`config.mk`:
```
export PLATFORM = sky130hd
export DESIGN_NAME = ordered_record_list_table_unit
export DESIGN_NICKNAME = d
export VERILOG_FILES = /design/src/sv/orlt_pkg.sv /design/src/sv/ordered_record_list_table_unit.sv /design/src/sv/orlt_ram.sv /design/src/sv/orlt_datapath.sv /design/src/sv/orlt_ctrl.sv
export VERILOG_INCLUDE_DIRS = /design/src /design/src/sv
export SDC_FILE = /design/constraint.sdc
export NUM_CORES = 2
export LEC_CHECK = 0
export BUFFER_PORTS_ARGS = -buffer_cell sky130_fd_sc_hd__buf_2
export CAP_MARGIN = 40
export CORE_MARGIN = 5
export CORE_UTILIZATION = 40
export DETAILED_ROUTE_END_ITERATION = 10
export PLACE_DENSITY_LB_ADDON = 0.1
export SYNTH_ARGS = -nofsm -noshare
export SYNTH_HDL_FRONTEND = slang
export SYNTH_SLANG_ARGS = --single-unit
```
`constraint.sdc`:
```
create_clock -name clock -period 17.77 [get_ports clock]
set_input_delay 0.8885 -clock clock [delete_from_list [all_inputs] [get_ports clock]]
set_output_delay 0.8885 -clock clock [all_outputs]
set_load 0.02 [all_outputs]
```
`src/sv/ordered_record_list_table_unit_assert.svh`:
```
// assertion macros shared by the record list table modules
`ifndef ORDERED_RECORD_LIST_TABLE_UNIT_ASSERT_SVH
`define ORDERED_RECORD_LIST_TABLE_UNIT_ASSERT_SVH

// condition holds at every clock edge out of reset
`define ORLT_ASSERT_ALWAYS(label, cond, msg) \
   label: assert property (@(posedge clock) disable iff (reset) (cond)) \
      else $error(msg);

// antecedent implies consequent in the same cycle
`define ORLT_ASSERT_IMPL(label, ante, cons, msg) \
   label: assert property (@(posedge clock) disable iff (reset) (ante) |-> (cons)) \
      else $error(msg);

// antecedent implies consequent in the next cycle
`define ORLT_ASSERT_NEXT(label, ante, cons, msg) \
   label: assert property (@(posedge clock) disable iff (reset) (ante) |=> (cons)) \
      else $error(msg);

`endif

```
`src/sv/orlt_pkg.sv`:
```
package orlt_pkg;

   // default sizes
   localparam int DEPTH_DEF      = 16;
   localparam int KEY_CHARS_DEF  = 8;
   localparam int NAME_CHARS_DEF = 8;

   // fixed field widths
   localparam int FIELD_W  = 64;
   localparam int REC_W    = 2 * FIELD_W;
   localparam int FILTER_W = 7;

   // character constants
   localparam logic [7:0] CHAR_UPPER_A = 8'h41;
   localparam logic [7:0] CHAR_UPPER_Z = 8'h5A;
   localparam logic [7:0] CHAR_LOWER_A = 8'h61;
   localparam logic [7:0] LOWER_OFFSET = CHAR_LOWER_A - CHAR_UPPER_A;
   localparam logic [FILTER_W-1:0] FILTER_RESET = CHAR_UPPER_A[FILTER_W-1:0];

   // operation codes
   typedef enum logic [1:0] {
      FUNC_INSERT   = 2'd0,
      FUNC_DEL_KEY  = 2'd1,
      FUNC_DEL_INIT = 2'd2,
      FUNC_DISPLAY  = 2'd3
   } func_type;

   // result status codes
   typedef enum logic [2:0] {
      STAT_DONE      = 3'd0,
      STAT_FULL      = 3'd1,
      STAT_EMPTY     = 3'd2,
      STAT_NOT_FOUND = 3'd3,
      STAT_SHOWN     = 3'd4
   } stat_type;

   // controller to datapath
   typedef struct packed {
      logic     capture;
      logic     rd_issue;
      logic     sweep_en;
      logic     mode_key;
      logic     append;
      logic     commit;
      logic     out_load;
      logic     out_from_ram;
      stat_type out_status;
   } cmd_type;

   // datapath to controller
   typedef struct packed {
      func_type func;
      logic     count_zero;
      logic     full;
      logic     rd_done;
      logic     rdata_vld;
      logic     found;
      logic     out_free;
   } stat_flags_type;

endpackage

```
`src/sv/ordered_record_list_table_unit.sv`:
```
// Ordered record table of up to DEPTH key/name records kept compacted in one
// single-port-write, registered-read RAM. Operations arrive on req_ with the
// code in req_tuser; every operation gives one rsp_ beat with rsp_tlast set,
// except display of a non-empty table, which gives one beat per stored
// record (status shown) and sets rsp_tlast on the final one. Both deletes
// stream every stored entry through the RAM read port and write the
// survivors back through the write port, one entry a cycle. Display, with
// rsp_tready high, reads one entry and shows one record a cycle. One item is
// worked on at a time; a finished result waits in the output register while
// the next item is accepted. No clearing pass is needed after reset. The
// filter letter for delete-by-initial is to be written on csr_ only while
// idle; the block itself does not enforce this.
module ordered_record_list_table_unit
   import orlt_pkg::*;
#(
   parameter int DEPTH      = DEPTH_DEF,
   parameter int KEY_CHARS  = KEY_CHARS_DEF,
   parameter int NAME_CHARS = NAME_CHARS_DEF
) (
   input  logic                clock,
   input  logic                reset,
   // request channel
   input  logic                req_tvalid,
   output logic                req_tready,
   input  logic [REC_W-1:0]    req_tdata,   // record_key, record_name
   input  logic [1:0]          req_tuser,   // func
   // response channel
   output logic                rsp_tvalid,
   input  logic                rsp_tready,
   output logic [REC_W-1:0]    rsp_tdata,   // shown_key, shown_name
   output logic [2:0]          rsp_tuser,   // status
   output logic                rsp_tlast,
   // filter letter register
   input  logic                csr_wr_en,
   input  logic [FILTER_W-1:0] csr_wr_data
);

   cmd_type        cmd;
   stat_flags_type flags;

   // sequencing
   orlt_ctrl u_ctrl (
      .clock      (clock),
      .reset      (reset),
      .req_tvalid (req_tvalid),
      .req_tready (req_tready),
      .flags      (flags),
      .cmd        (cmd)
   );

   // store, pointers and output register
   orlt_datapath #(
      .DEPTH      (DEPTH),
      .KEY_CHARS  (KEY_CHARS),
      .NAME_CHARS (NAME_CHARS)
   ) u_datapath (
      .clock       (clock),
      .reset       (reset),
      .cmd         (cmd),
      .flags       (flags),
      .req_func    (req_tuser),
      .req_key     (req_tdata[FIELD_W-1:0]),
      .req_name    (req_tdata[REC_W-1:FIELD_W]),
      .csr_wr_en   (csr_wr_en),
      .csr_wr_data (csr_wr_data),
      .rsp_tready  (rsp_tready),
      .rsp_tvalid  (rsp_tvalid),
      .rsp_tdata   (rsp_tdata),
      .rsp_tuser   (rsp_tuser),
      .rsp_tlast   (rsp_tlast)
   );

endmodule

```
`src/sv/orlt_ram.sv`:
```
module orlt_ram #(
   parameter int WIDTH = 8,
   parameter int DEPTH = 16,
   localparam int AW = (DEPTH > 1) ? $clog2(DEPTH) : 1
) (
   input  logic             clock,
   input  logic             wr_en,
   input  logic [AW-1:0]    wr_addr,
   input  logic [WIDTH-1:0] wr_data,
   input  logic             rd_en,
   input  logic [AW-1:0]    rd_addr,
   output logic [WIDTH-1:0] rd_data
);

   logic [WIDTH-1:0] mem_ff [DEPTH];
   logic [WIDTH-1:0] rd_data_ff;

   // one write port, one registered read port that holds when idle
   always_ff @(posedge clock) begin
      if (wr_en) begin
         mem_ff[wr_addr] <= wr_data;
      end
      if (rd_en) begin
         rd_data_ff <= mem_ff[rd_addr];
      end
   end

   assign rd_data = rd_data_ff;

endmodule

```
`src/sv/orlt_datapath.sv`:
```
module orlt_datapath
   import orlt_pkg::*;
#(
   parameter int DEPTH      = DEPTH_DEF,
   parameter int KEY_CHARS  = KEY_CHARS_DEF,
   parameter int NAME_CHARS = NAME_CHARS_DEF,
   localparam int AW = (DEPTH > 1) ? $clog2(DEPTH) : 1,
   localparam int CW = $clog2(DEPTH + 1)
) (
   input  logic                 clock,
   input  logic                 reset,
   input  cmd_type              cmd,
   output stat_flags_type       flags,
   input  logic [1:0]           req_func,
   input  logic [FIELD_W-1:0]   req_key,
   input  logic [FIELD_W-1:0]   req_name,
   input  logic                 csr_wr_en,
   input  logic [FILTER_W-1:0]  csr_wr_data,
   input  logic                 rsp_tready,
   output logic                 rsp_tvalid,
   output logic [REC_W-1:0]     rsp_tdata,
   output logic [2:0]           rsp_tuser,
   output logic                 rsp_tlast
);

`include "ordered_record_list_table_unit_assert.svh"

   // keep bytes up to the first zero byte or the char limit
   function automatic logic [FIELD_W-1:0] as_string(input logic [FIELD_W-1:0] v,
                                                   input int chars);
      logic [FIELD_W-1:0] r;
      logic               ended;
      r     = '0;
      ended = 1'b0;
      for (int i = 0; i < FIELD_W / 8; i++) begin
         if (i >= chars || v[8*i +: 8] == 8'h00) begin
            ended = 1'b1;
         end
         if (!ended) begin
            r[8*i +: 8] = v[8*i +: 8];
         end
      end
      return r;
   endfunction

   // initial letter match, either case when the filter is an upper-case letter
   function automatic logic initial_match(input logic [FIELD_W-1:0] name,
                                          input logic [FILTER_W-1:0] fl);
      logic [7:0] c;
      logic [7:0] f;
      logic       is_upper;
      c        = name[7:0];
      f        = {1'b0, fl};
      is_upper = (f >= CHAR_UPPER_A) && (f <= CHAR_UPPER_Z);
      return (c == f) || (is_upper && (c == f + LOWER_OFFSET));
   endfunction

   logic [FILTER_W-1:0] filter_ff;
   func_type            func_ff;
   logic [FIELD_W-1:0]  key_ff;
   logic [FIELD_W-1:0]  name_ff;
   logic [CW-1:0]       count_ff, count_in;
   logic [CW-1:0]       rd_idx_ff, rd_idx_in;
   logic [CW-1:0]       wr_idx_ff, wr_idx_in;
   logic                found_ff, found_in;
   logic                rdata_vld_ff;
   logic                out_valid_ff, out_valid_in;
   logic [REC_W-1:0]    out_data_ff;
   stat_type            out_status_ff;
   logic                out_last_ff;

   logic                ram_wr_en;
   logic [AW-1:0]       ram_wr_addr;
   logic [REC_W-1:0]    ram_wr_data;
   logic [REC_W-1:0]    ram_rd_data;
   logic [FIELD_W-1:0]  rd_key;
   logic [FIELD_W-1:0]  rd_name;
   logic                drop;
   logic                sweep_beat;
   logic                out_free;
   logic                rd_done;

   // filter register
   always_ff @(posedge clock) begin
      if (reset) begin
         filter_ff <= FILTER_RESET;
      end else if (csr_wr_en) begin
         filter_ff <= csr_wr_data;
      end
   end

   // request capture, fields normalized to string form
   always_ff @(posedge clock) begin
      if (cmd.capture) begin
         func_ff <= func_type'(req_func);
         key_ff  <= as_string(req_key, KEY_CHARS);
         name_ff <= as_string(req_name, NAME_CHARS);
      end
   end

   // sweep decision on the entry just read
   assign rd_key     = ram_rd_data[FIELD_W-1:0];
   assign rd_name    = ram_rd_data[REC_W-1:FIELD_W];
   assign drop       = cmd.mode_key ? ((rd_key == key_ff) && !found_ff)
                                    : initial_match(rd_name, filter_ff);
   assign sweep_beat = cmd.sweep_en && rdata_vld_ff;
   assign rd_done    = (rd_idx_ff == count_ff);

   // store write port: append at tail or write back a kept entry
   always_comb begin
      ram_wr_en   = 1'b0;
      ram_wr_addr = count_ff[AW-1:0];
      ram_wr_data = {name_ff, key_ff};
      if (cmd.append) begin
         ram_wr_en = 1'b1;
      end else if (sweep_beat && !drop) begin
         ram_wr_en   = 1'b1;
         ram_wr_addr = wr_idx_ff[AW-1:0];
         ram_wr_data = ram_rd_data;
      end
   end

   orlt_ram #(
      .WIDTH (REC_W),
      .DEPTH (DEPTH)
   ) u_store (
      .clock   (clock),
      .wr_en   (ram_wr_en),
      .wr_addr (ram_wr_addr),
      .wr_data (ram_wr_data),
      .rd_en   (cmd.rd_issue),
      .rd_addr (rd_idx_ff[AW-1:0]),
      .rd_data (ram_rd_data)
   );

   // pointers, count and found flag
   always_comb begin
      count_in  = count_ff;
      rd_idx_in = rd_idx_ff;
      wr_idx_in = wr_idx_ff;
      found_in  = found_ff;
      if (cmd.capture) begin
         rd_idx_in = '0;
         wr_idx_in = '0;
         found_in  = 1'b0;
      end
      if (cmd.rd_issue) begin
         rd_idx_in = rd_idx_ff + 1'b1;
      end
      if (sweep_beat) begin
         if (!drop) begin
            wr_idx_in = wr_idx_ff + 1'b1;
         end else if (cmd.mode_key) begin
            found_in = 1'b1;
         end
      end
      if (cmd.append) begin
         count_in = count_ff + 1'b1;
      end else if (cmd.commit) begin
         count_in = wr_idx_ff;
      end
   end

   always_ff @(posedge clock) begin
      if (reset) begin
         count_ff     <= '0;
         rd_idx_ff    <= '0;
         wr_idx_ff    <= '0;
         found_ff     <= 1'b0;
         rdata_vld_ff <= 1'b0;
      end else begin
         count_ff     <= count_in;
         rd_idx_ff    <= rd_idx_in;
         wr_idx_ff    <= wr_idx_in;
         found_ff     <= found_in;
         rdata_vld_ff <= cmd.rd_issue;
      end
   end

   // output register, free when empty or being taken
   assign out_free = !out_valid_ff || rsp_tready;

   always_comb begin
      out_valid_in = out_valid_ff;
      if (cmd.out_load) begin
         out_valid_in = 1'b1;
      end else if (rsp_tready) begin
         out_valid_in = 1'b0;
      end
   end

   always_ff @(posedge clock) begin
      if (reset) begin
         out_valid_ff <= 1'b0;
      end else begin
         out_valid_ff <= out_valid_in;
      end
   end

   always_ff @(posedge clock) begin
      if (cmd.out_load) begin
         out_status_ff <= cmd.out_status;
         if (cmd.out_from_ram) begin
            out_data_ff <= ram_rd_data;
            out_last_ff <= rd_done;
         end else begin
            out_data_ff <= '0;
            out_last_ff <= 1'b1;
         end
      end
   end

   assign rsp_tvalid = out_valid_ff;
   assign rsp_tdata  = out_data_ff;
   assign rsp_tuser  = out_status_ff;
   assign rsp_tlast  = out_last_ff;

   // status toward the controller
   assign flags.func       = func_ff;
   assign flags.count_zero = (count_ff == '0);
   assign flags.full       = (count_ff == CW'(DEPTH));
   assign flags.rd_done    = rd_done;
   assign flags.rdata_vld  = rdata_vld_ff;
   assign flags.found      = found_ff;
   assign flags.out_free   = out_free;

   // checks
   `ORLT_ASSERT_ALWAYS(a_count_bound, count_ff <= CW'(DEPTH), "entry count above depth")
   `ORLT_ASSERT_ALWAYS(a_wr_behind_rd, wr_idx_ff <= rd_idx_ff, "write pointer passed read")
   `ORLT_ASSERT_IMPL(a_load_when_free, cmd.out_load, out_free, "result loaded over a beat")
   `ORLT_ASSERT_IMPL(a_no_read_past, cmd.rd_issue, !rd_done, "read beyond entry count")

endmodule

```
`src/sv/orlt_ctrl.sv`:
```
module orlt_ctrl
   import orlt_pkg::*;
(
   input  logic           clock,
   input  logic           reset,
   input  logic           req_tvalid,
   output logic           req_tready,
   input  stat_flags_type flags,
   output cmd_type        cmd
);

`include "ordered_record_list_table_unit_assert.svh"

   typedef enum logic [4:0] {
      ST_IDLE   = 5'b00001,
      ST_DECODE = 5'b00010,
      ST_SWEEP  = 5'b00100,
      ST_DISP   = 5'b01000,
      ST_RESP   = 5'b10000
   } state_type;

   state_type state_ff, state_in;
   stat_type  resp_ff, resp_in;

   assign req_tready = (state_ff == ST_IDLE);

   // next state and commands
   always_comb begin
      state_in         = state_ff;
      resp_in          = resp_ff;
      cmd              = '0;
      cmd.out_status   = resp_ff;
      cmd.mode_key     = (flags.func == FUNC_DEL_KEY);
      case (state_ff)
         ST_IDLE: begin
            if (req_tvalid) begin
               cmd.capture = 1'b1;
               state_in    = ST_DECODE;
            end
         end
         ST_DECODE: begin
            state_in = ST_RESP;
            case (flags.func)
               FUNC_INSERT: begin
                  if (flags.full) begin
                     resp_in = STAT_FULL;
                  end else begin
                     cmd.append = 1'b1;
                     resp_in    = STAT_DONE;
                  end
               end
               FUNC_DEL_KEY: begin
                  if (flags.count_zero) begin
                     resp_in = STAT_EMPTY;
                  end else begin
                     state_in = ST_SWEEP;
                  end
               end
               FUNC_DEL_INIT: begin
                  resp_in = STAT_DONE;
                  if (!flags.count_zero) begin
                     state_in = ST_SWEEP;
                  end
               end
               FUNC_DISPLAY: begin
                  if (flags.count_zero) begin
                     resp_in = STAT_EMPTY;
                  end else begin
                     cmd.rd_issue = 1'b1;
                     state_in     = ST_DISP;
                  end
               end
               default: begin
                  resp_in = STAT_DONE;
               end
            endcase
         end
         // read every entry once, write back the kept ones in order
         ST_SWEEP: begin
            cmd.sweep_en = 1'b1;
            cmd.rd_issue = !flags.rd_done;
            if (flags.rd_done && !flags.rdata_vld) begin
               cmd.commit = 1'b1;
               state_in   = ST_RESP;
               if (cmd.mode_key && !flags.found) begin
                  resp_in = STAT_NOT_FOUND;
               end else begin
                  resp_in = STAT_DONE;
               end
            end
         end
         // one shown record per free output beat
         ST_DISP: begin
            if (flags.out_free) begin
               cmd.out_load     = 1'b1;
               cmd.out_from_ram = 1'b1;
               cmd.out_status   = STAT_SHOWN;
               if (flags.rd_done) begin
                  state_in = ST_IDLE;
               end else begin
                  cmd.rd_issue = 1'b1;
               end
            end
         end
         ST_RESP: begin
            if (flags.out_free) begin
               cmd.out_load = 1'b1;
               state_in     = ST_IDLE;
            end
         end
         default: begin
            state_in = ST_IDLE;
         end
      endcase
   end

   always_ff @(posedge clock) begin
      if (reset) begin
         state_ff <= ST_IDLE;
         resp_ff  <= STAT_DONE;
      end else begin
         state_ff <= state_in;
         resp_ff  <= resp_in;
      end
   end

   // checks
   `ORLT_ASSERT_NEXT(a_accept_decodes, req_tvalid & req_tready, state_ff == ST_DECODE, "no decode")
   `ORLT_ASSERT_IMPL(a_ready_idle_only, req_tready, !cmd.out_load && !cmd.rd_issue, "not idle")
   `ORLT_ASSERT_IMPL(a_one_write_src, cmd.append, !cmd.sweep_en, "append during sweep")

endmodule

```
After elaboration in Yosys (flattened, before gate mapping) --
Memories as Yosys holds them, arrays and structs flattened. A register that Yosys moved wholly into a read port is not among the register bits. Cells that the tools add are included.
Cells by class: magnitude comparators 2, div/mod/pow operators 0, multipliers 0, add/subtract/negate cells 4, bitwise logic cells 0, equality and inequality tests 19, shift-type cells 0, muxes and demuxes 86, reductions and logical operators 40
Operators with widths (number):
- two-way mux 128 bit | 2
- logical NOT 8 bit | 16
- two-way mux 5 bit | 15
- equality test 64 bit | 1
- two-way mux 1 bit | 57
- case mux 5 bit (5 select lines) | 1
- adder 5 x 1 -> 5 bit (second input constant) | 3
- two-way mux 4 bit | 3
- equality test 5 bit (second input constant) | 2
- case mux 5 bit (2 select lines) | 1
- case mux 3 bit (3 select lines) | 1
- adder 7 x 6 -> 8 bit (second input constant) | 1
- equality test 8 x 7 -> 1 bit | 1
- equality test 8 bit | 1
- inequality test 2 x 1 -> 1 bit (second input constant) | 4
- nonzero test 2 bit | 4
- greater-or-equal comparator 7 bit (second input constant) | 1
- less-or-equal comparator 7 bit (second input constant) | 1
- logical AND 1 bit | 7
- two-way mux 3 bit | 2
- case mux 3 bit (2 select lines) | 1
- equality test 5 x 1 -> 1 bit (second input constant) | 1
- equality test 5 x 2 -> 1 bit (second input constant) | 1
- equality test 5 x 3 -> 1 bit (second input constant) | 1
- other kinds (16) | 23
Word-level totals: output and inout port bits 134, register bits after elaboration 295, input port bits 142, memory bits (read-only) 0, memories kept 1, bits in writable memories 2048, logic and storage cells 181, latch bits 0
Memory list:
- u_datapath.u_store.mem_ff | words 16, bits a word 128, rd ports 1, clocked after memory_dff 1, write ports 1, RTL line orlt_ram.sv:15 | logic [WIDTH-1:0] mem_ff [DEPTH];

Longest topological paths before layout --
depth in word-level cells 17, depth in mapped cells 11

By module --
Synthesis repeated with hierarchy kept, for this count alone.
Second synthesis, totals: cells, all modules 4442, area, all modules 95043.7 um2
By module, submodules not included:
- orlt_ram | instances 1, cells each 3365, area each 80612.3 um2
- orlt_datapath | instances 1, cells each 1011, area each 13899.6 um2
- orlt_ctrl | instances 1, cells each 66, area each 531.8 um2

Worst setup path after synthesis --
No wires, ideal clock.
path type register to register, from register u_datapath.filter_ff[5], to memory u_datapath.u_store.mem_ff[4][0] in the netlist's numbering, enable pin, setup slack 2272 ps, stages on the path, launching flop included 11, buffers on the path 2, arrival time 14536 ps, required time 16808 ps, library setup time 962 ps, cell sequence dfxtp_1 inv_1 ha_1 xor2_1 o2111ai_1 o32ai_1 a21oi_2 nand2_2 buf_6 buf_6 o41ai_1
Between the ends: word-level cells in the longest chain between the ends 11, elaborated cells on any way between the ends 17
RTL lines:
- start: declaration | RTL line orlt_datapath.sv:58 | logic [FILTER_W-1:0] filter_ff;
- start signal: assignment | RTL line orlt_datapath.sv:88 | filter_ff <= csr_wr_data;
- adder 7 x 6 -> 8 bit (tied with other cells) | RTL line orlt_datapath.sv:55 | return (c == f) || (is_upper && (c == f + LOWER_OFFSET));
- equality test 8 bit / logical AND 1 bit (equally long branches) | RTL line orlt_datapath.sv:55, orlt_datapath.sv:54
- logical AND 1 bit | RTL line orlt_datapath.sv:55
- logical OR 1 bit * | RTL line orlt_datapath.sv:55
- two-way mux 1 bit * | RTL line orlt_datapath.sv:104 | assign drop = cmd.mode_key ? ((rd_key == key_ff) && !found_ff)
- logical NOT 1 bit * | RTL line orlt_datapath.sv:116 | end else if (sweep_beat && !drop) begin
- logical AND 1 bit * | RTL line orlt_datapath.sv:116
- two-way mux 1 bit | RTL line orlt_datapath.sv:116
- two-way mux 1 bit | RTL line orlt_datapath.sv:114 | if (cmd.append) begin
- two-way mux 1 bit | RTL line orlt_ram.sv:20 | if (wr_en) begin
- two-way mux 1 bit (not written as such) | RTL line orlt_ram.sv:21 | mem_ff[wr_addr] <= wr_data;
- end: declaration | RTL line orlt_ram.sv:15
Every way passes the cells marked *; elsewhere a longest branch is shown, timed or not.

Worst setup path in the final report --
from register u_datapath.u_store.rd_data_ff[24] (netlist: u_datapath.u_store.rd_data[24]), read port of u_datapath.u_store.mem_ff, to memory u_datapath.u_store.mem_ff[14][93] in the netlist's numbering, enable pin
Between the ends: word-level cells in the longest chain between the ends 9, elaborated cells on any way between the ends 11
RTL lines:
- start: declaration | RTL line orlt_ram.sv:16 | logic [WIDTH-1:0] rd_data_ff;
- equality test 64 bit * | RTL line orlt_datapath.sv:104
- logical AND 1 bit * | RTL line orlt_datapath.sv:104
- two-way mux 1 bit * | RTL line orlt_datapath.sv:104
- logical NOT 1 bit * | RTL line orlt_datapath.sv:116
- logical AND 1 bit * | RTL line orlt_datapath.sv:116
- two-way mux 1 bit | RTL line orlt_datapath.sv:116
- two-way mux 1 bit | RTL line orlt_datapath.sv:114
- two-way mux 1 bit | RTL line orlt_ram.sv:20
- two-way mux 1 bit (not written as such) | RTL line orlt_ram.sv:21
Marked as above.

==> results.txt <==
----------------------------------------------------
[Power]
  Clock group share of total power ... 44.3%
  Static Leak ... 33.97 nW
  Seq pwr share ... 52.6%
  Internal ... 0.009976 W
  Total power of the final layout ... 0.01255 W
  Power density normalized to cell area ... 113.8 mW/mm2
  VDD IR max ... 0.00008162 V
  Switching power as a share of total power ... 20.54%
  Switching component of the power ... 0.002579 W
  Part of the total power dissipated in combinational logic ... 3.2%

[Worst setup path]
  Reg2Reg Capture Point ... u_datapath.u_store.mem_ff[14][93]
  Cell family with the largest share of critical-path delay ... simple AND/OR/NAND/NOR gates
  Worst Path Max Fanout ... 92
  Crit path buffers/inverters ... 4
  Slowest library cell on the worst path ... nor4_1
  Arrival time at the worst endpoint ... 6.66 ns
  Category of the worst setup path launch point ... register
  Category of the worst setup path capture point ... register
  Maximum single-stage delay on the critical path ... 0.71 ns
  R2r setup slk ... 11.43 ns
  Crit-path cells ... xor2_1 -> nor4_1 -> nand4_1 -> nor4_1 -> nand4_1 -> nand2_8 -> buf_16 -> buf_12 -> o32ai_4 -> buf_4 -> buf_12
  Critical path type ... reg -> reg
  Startpoint of the worst register-to-register path ... u_datapath.u_store.rd_data[24]
  Data required, critical path ... 18.09 ns
  Cells on worst reg2reg path ... 11

[Yosys]
  EDFF count, synth ... 2,438
  Post-synthesis mux area share ... 17.02%
  Cell type with the largest total area after synthesis ... edfxtp_1
  Synth Warn # ... 0
  Syn_area_per_cell ... 23.32 um2
  Register area share after synthesis ... 77.53%
  Register bit count reported by yosys ... 2,470
  Fraction of the mapped netlist area in simple logic gates ... 2.685%
  Largest family of logic cells by synthesized area ... multiplexers
  Biggest area contributors in the synthesized netlist ... edfxtp_1, mux4_2, mux2_4
  Ys async rst share ... 0%
  Top-area cell type share of the netlist area ... 76.86%
  Synthesized instance count ... 4,084
  Post-synthesis share of cell area spent on xor and xnor gates ... 0.6804%
  Synth Area in Adders ... 0.1314%
  Cell area after synthesis ... 0.09525 mm2
  Synthesized-area fraction occupied by ao, oa, aoi and oai cells ... 0.7290%
  Total nets after synthesis ... 4,236
  Netlist cell types ... 72
  Most common flop cell mapped by yosys ... edfxtp_1

[STA]
  Worst setup margin ... 11.43 ns
  Minimum period implied by the final worst setup slack ... 6.337 ns
  Setup repair after global routing missed its margin ... no
  Max-slew violation total from the final report ... 0
  Maximum frequency from static timing analysis ... 157.8 MHz
  Tcrit/Tclk final ... 35.66%
  Setup TNS ... 0 ns
  Number of hold violations in the final report ... 0
  Headroom to the max-slew limit ... 11.88%
  Post-route clock skew ... 0.04446 ns
  Worst Tran Pin Value ... 1.322 ns
  Final setup violation count ... 0

[Die]
  Number of top-level design ports ... 276
  Die height ... 498.0 um
  Die X-Extent ... 498.0 um
  Die area ... 0.2480 mm2
  Core area ... 0.2374 mm2
  Number of standard-cell rows in the floorplan ... 179
  Starting density of the core ... 40.12%

[Clock network]
  Clock tree root buffer cell ... clkbuf_16
  CTS sink cnt ... 2,470
  Clk pin slew, worst setup/hold paths ... 0.06 ns
  Buffer depth of the longest clock path ... 4
  PostCTS Resize Cnt ... 0
  Total of hold buffers inserted after clock tree synthesis ... 0
  Post-CTS Setup Inserts ... 0
  CTS tree ... built
  Number of CTS-inserted buffers ... 286
  Insertion delay of the later-clocked pin in the worst-skew pair ... 0.92 ns
  H-tree level count ... 5

[GRT]
  Total gr overflow ... 0
  Largest net degree at the start of global routing ... 128
  Number of global-route vias before repair ... 46,100
  Number of antenna violations at the first check in global routing ... 19
  Overall Global Routing Usage ... 20.05%
  Global-route wire length before repair ... 355.4 mm

[Placement]
  Post-Place Worst Slack ... 11.91 ns
  Placed cell area ... 0.1015 mm2
  Global placement routability congestion ... 0.7629
  Input/output buffers ... 275
  DP HPWL ... 139.8 mm

[Hold path]
  Hold Path Origin ... req_tdata[64]
  Hold endpoint ... u_datapath.name_ff[0]
  Kind of path behind the tightest hold check ... in -> reg
  Hold Path Depth ... 1

[Cells and area]
  Final core utilization ... 46.47%
  Most frequent standard cell in the layout excluding fill and tap cells ... edfxtp_1
  Combined area of the multi-input logic cells ... 0.02054 mm2
  Final cell area excluding filler cells ... 0.1103 mm2
  Area overhead of the layout relative to synthesis ... 15.82%
  Area of all sequential standard cells ... 0.07387 mm2
  Commonest non-fill, non-tap cells in the layout ... edfxtp_1, mux4_2, clkbuf_16, buf_2, and2_1
  Filler Cells Inserted ... 19,710
  Nets ... 4,708
  Proportion of layout cells with a drive suffix above 1 ... 32.37%

[Routing]
  Via-to-Cell Ratio ... 5.514
  Pre-antenna DRT Iters ... 5
  Residual antenna-violating net count after detailed routing ... 0
  DRT Wirelength ... 250.7 mm
  Number of DRC markers in iteration 0 ... 4,240
  Detail-routed net length per standard cell ... 31.59 um
  Vias ... 43,750
  Remaining design rule violation count ... 0

[Run status]
  Run status ... finished, final reports clean

[Flow run]
  Max-cap viol count ... 0

----------------------------------------------------
[stage by stage]
stage | instances | hold slack, ns
after floorplan | 4084 | 0.4471
after global placement | 7397 | 0.4687
final | 7934 | 0.1884
after CTS | 7924 | 0.09273
after global routing | 7928 | 0.1272
after detailed placement | 7434 | 0.4798
[metal layers]
layer	share of wire [%]	up-vias	track usage (%)
li1	-	18180	-
met1	44	24050	28.61
met2	49	1225	32.73
met3	5.0	290	3.191
met4	2.0	0	4.636
met5	0	-	0
[layout make-up]
type                       count  area share, %
sequential                  2470          66.96
multi-input combinational   1382          18.62
clock inverter               131         0.9890
antenna                        9        0.02041
clock buffer                 359          6.938
timing repair buffer         396          2.817
tap                         3167          3.592
inverter                      20        0.06805
[cell usage after synthesis, drive strengths merged, types with 3 or more instances]
library cell  count
nand2            28
o22ai             3
a2111oi           3
o32ai            13
o21ai             5
mux4            630
o41ai             5
or2               6
a21oi            22
mux2            128
nand4            17
clkbuf          127
xor2             35
and3             14
nor4             34
buf              85
inv              20
a21boi            4
xnor2            39
nor2b            31
nand3            10
nand2b            6
edfxtp         2438
nor3              9
mux2i            21
ha               10
and2            224
a211oi           15
dfxtp            32
nor2             33
nor3b             3
or4               5
[power by group through the flow]
stage	clock [W]	combinational, W	sequential (W)
2_1_floorplan	0	0.000195	0.00673
3_3_place_gp	0	0.000387	0.00672
3_5_place_dp	0	0.000400	0.00672
4_1_cts	0.00571	0.000401	0.00660
5_1_grt	0.00595	0.000425	0.00660
6_report	0.00556	0.000396	0.00660
[cells by family (layout without fill, tap and decap cells)]
family                     Yosys count  count (layout)
buffers and inverters              232             906
DFF                               2470            2470
xor gates and xnor gates            74              74
adders and majority gates           10              10
and+or+nand+nor                    428             428
muxes                              779             779
AOI/OAI and AO/OA                   91              91
other                                0               9
[registers in the layout, indices dropped and copies added, names as in the netlist]
register and flops:
u_datapath.key_ff 64, u_ctrl.state_ff 5, u_datapath.func_ff 2, u_datapath.rsp_tvalid 1, u_datapath.rsp_tdata 128, u_datapath.rsp_tuser 3, u_datapath.count_ff 5, u_datapath.rd_idx_ff 5
u_datapath.u_store.rd_data 128, u_datapath.filter_ff 7, u_datapath.rdata_vld_ff 1, u_datapath.name_ff 64, u_datapath.wr_idx_ff 5, u_datapath.found_ff 1, u_ctrl.resp_ff 2, u_datapath.u_store.mem_ff 2048
u_datapath.rsp_tlast 1
[worst register-to-register path: cells and delay by family (launching register included)]
family,cells,cell delay (ns)
simple gates,5,2.57
buf+inv,4,1.81
flops,1,0.42
compound gates,1,0.27
xor+xnor,1,0.19
[worst max-delay path by stage]
stage                                         startpoint                                 to  slack, ns  cells past startpoint
final                     u_datapath.u_store.rd_data[24]  u_datapath.u_store.mem_ff[14][93]      11.43                     11
after floorplan                  u_datapath.filter_ff[5]    u_datapath.u_store.mem_ff[4][0]       2.27                     10
after detailed placement   u_datapath.u_store.rd_data[7]  u_datapath.u_store.mem_ff[3][108]      11.91                     12
after global placement           u_datapath.filter_ff[6]   u_datapath.u_store.mem_ff[6][93]      11.86                     11
after global routing       u_datapath.u_store.rd_data[7]  u_datapath.u_store.mem_ff[14][97]      11.49                     11
after CTS                  u_datapath.u_store.rd_data[7]  u_datapath.u_store.mem_ff[14][72]      11.85                     11
No activity file was read; power rests on OpenSTA's default activity.
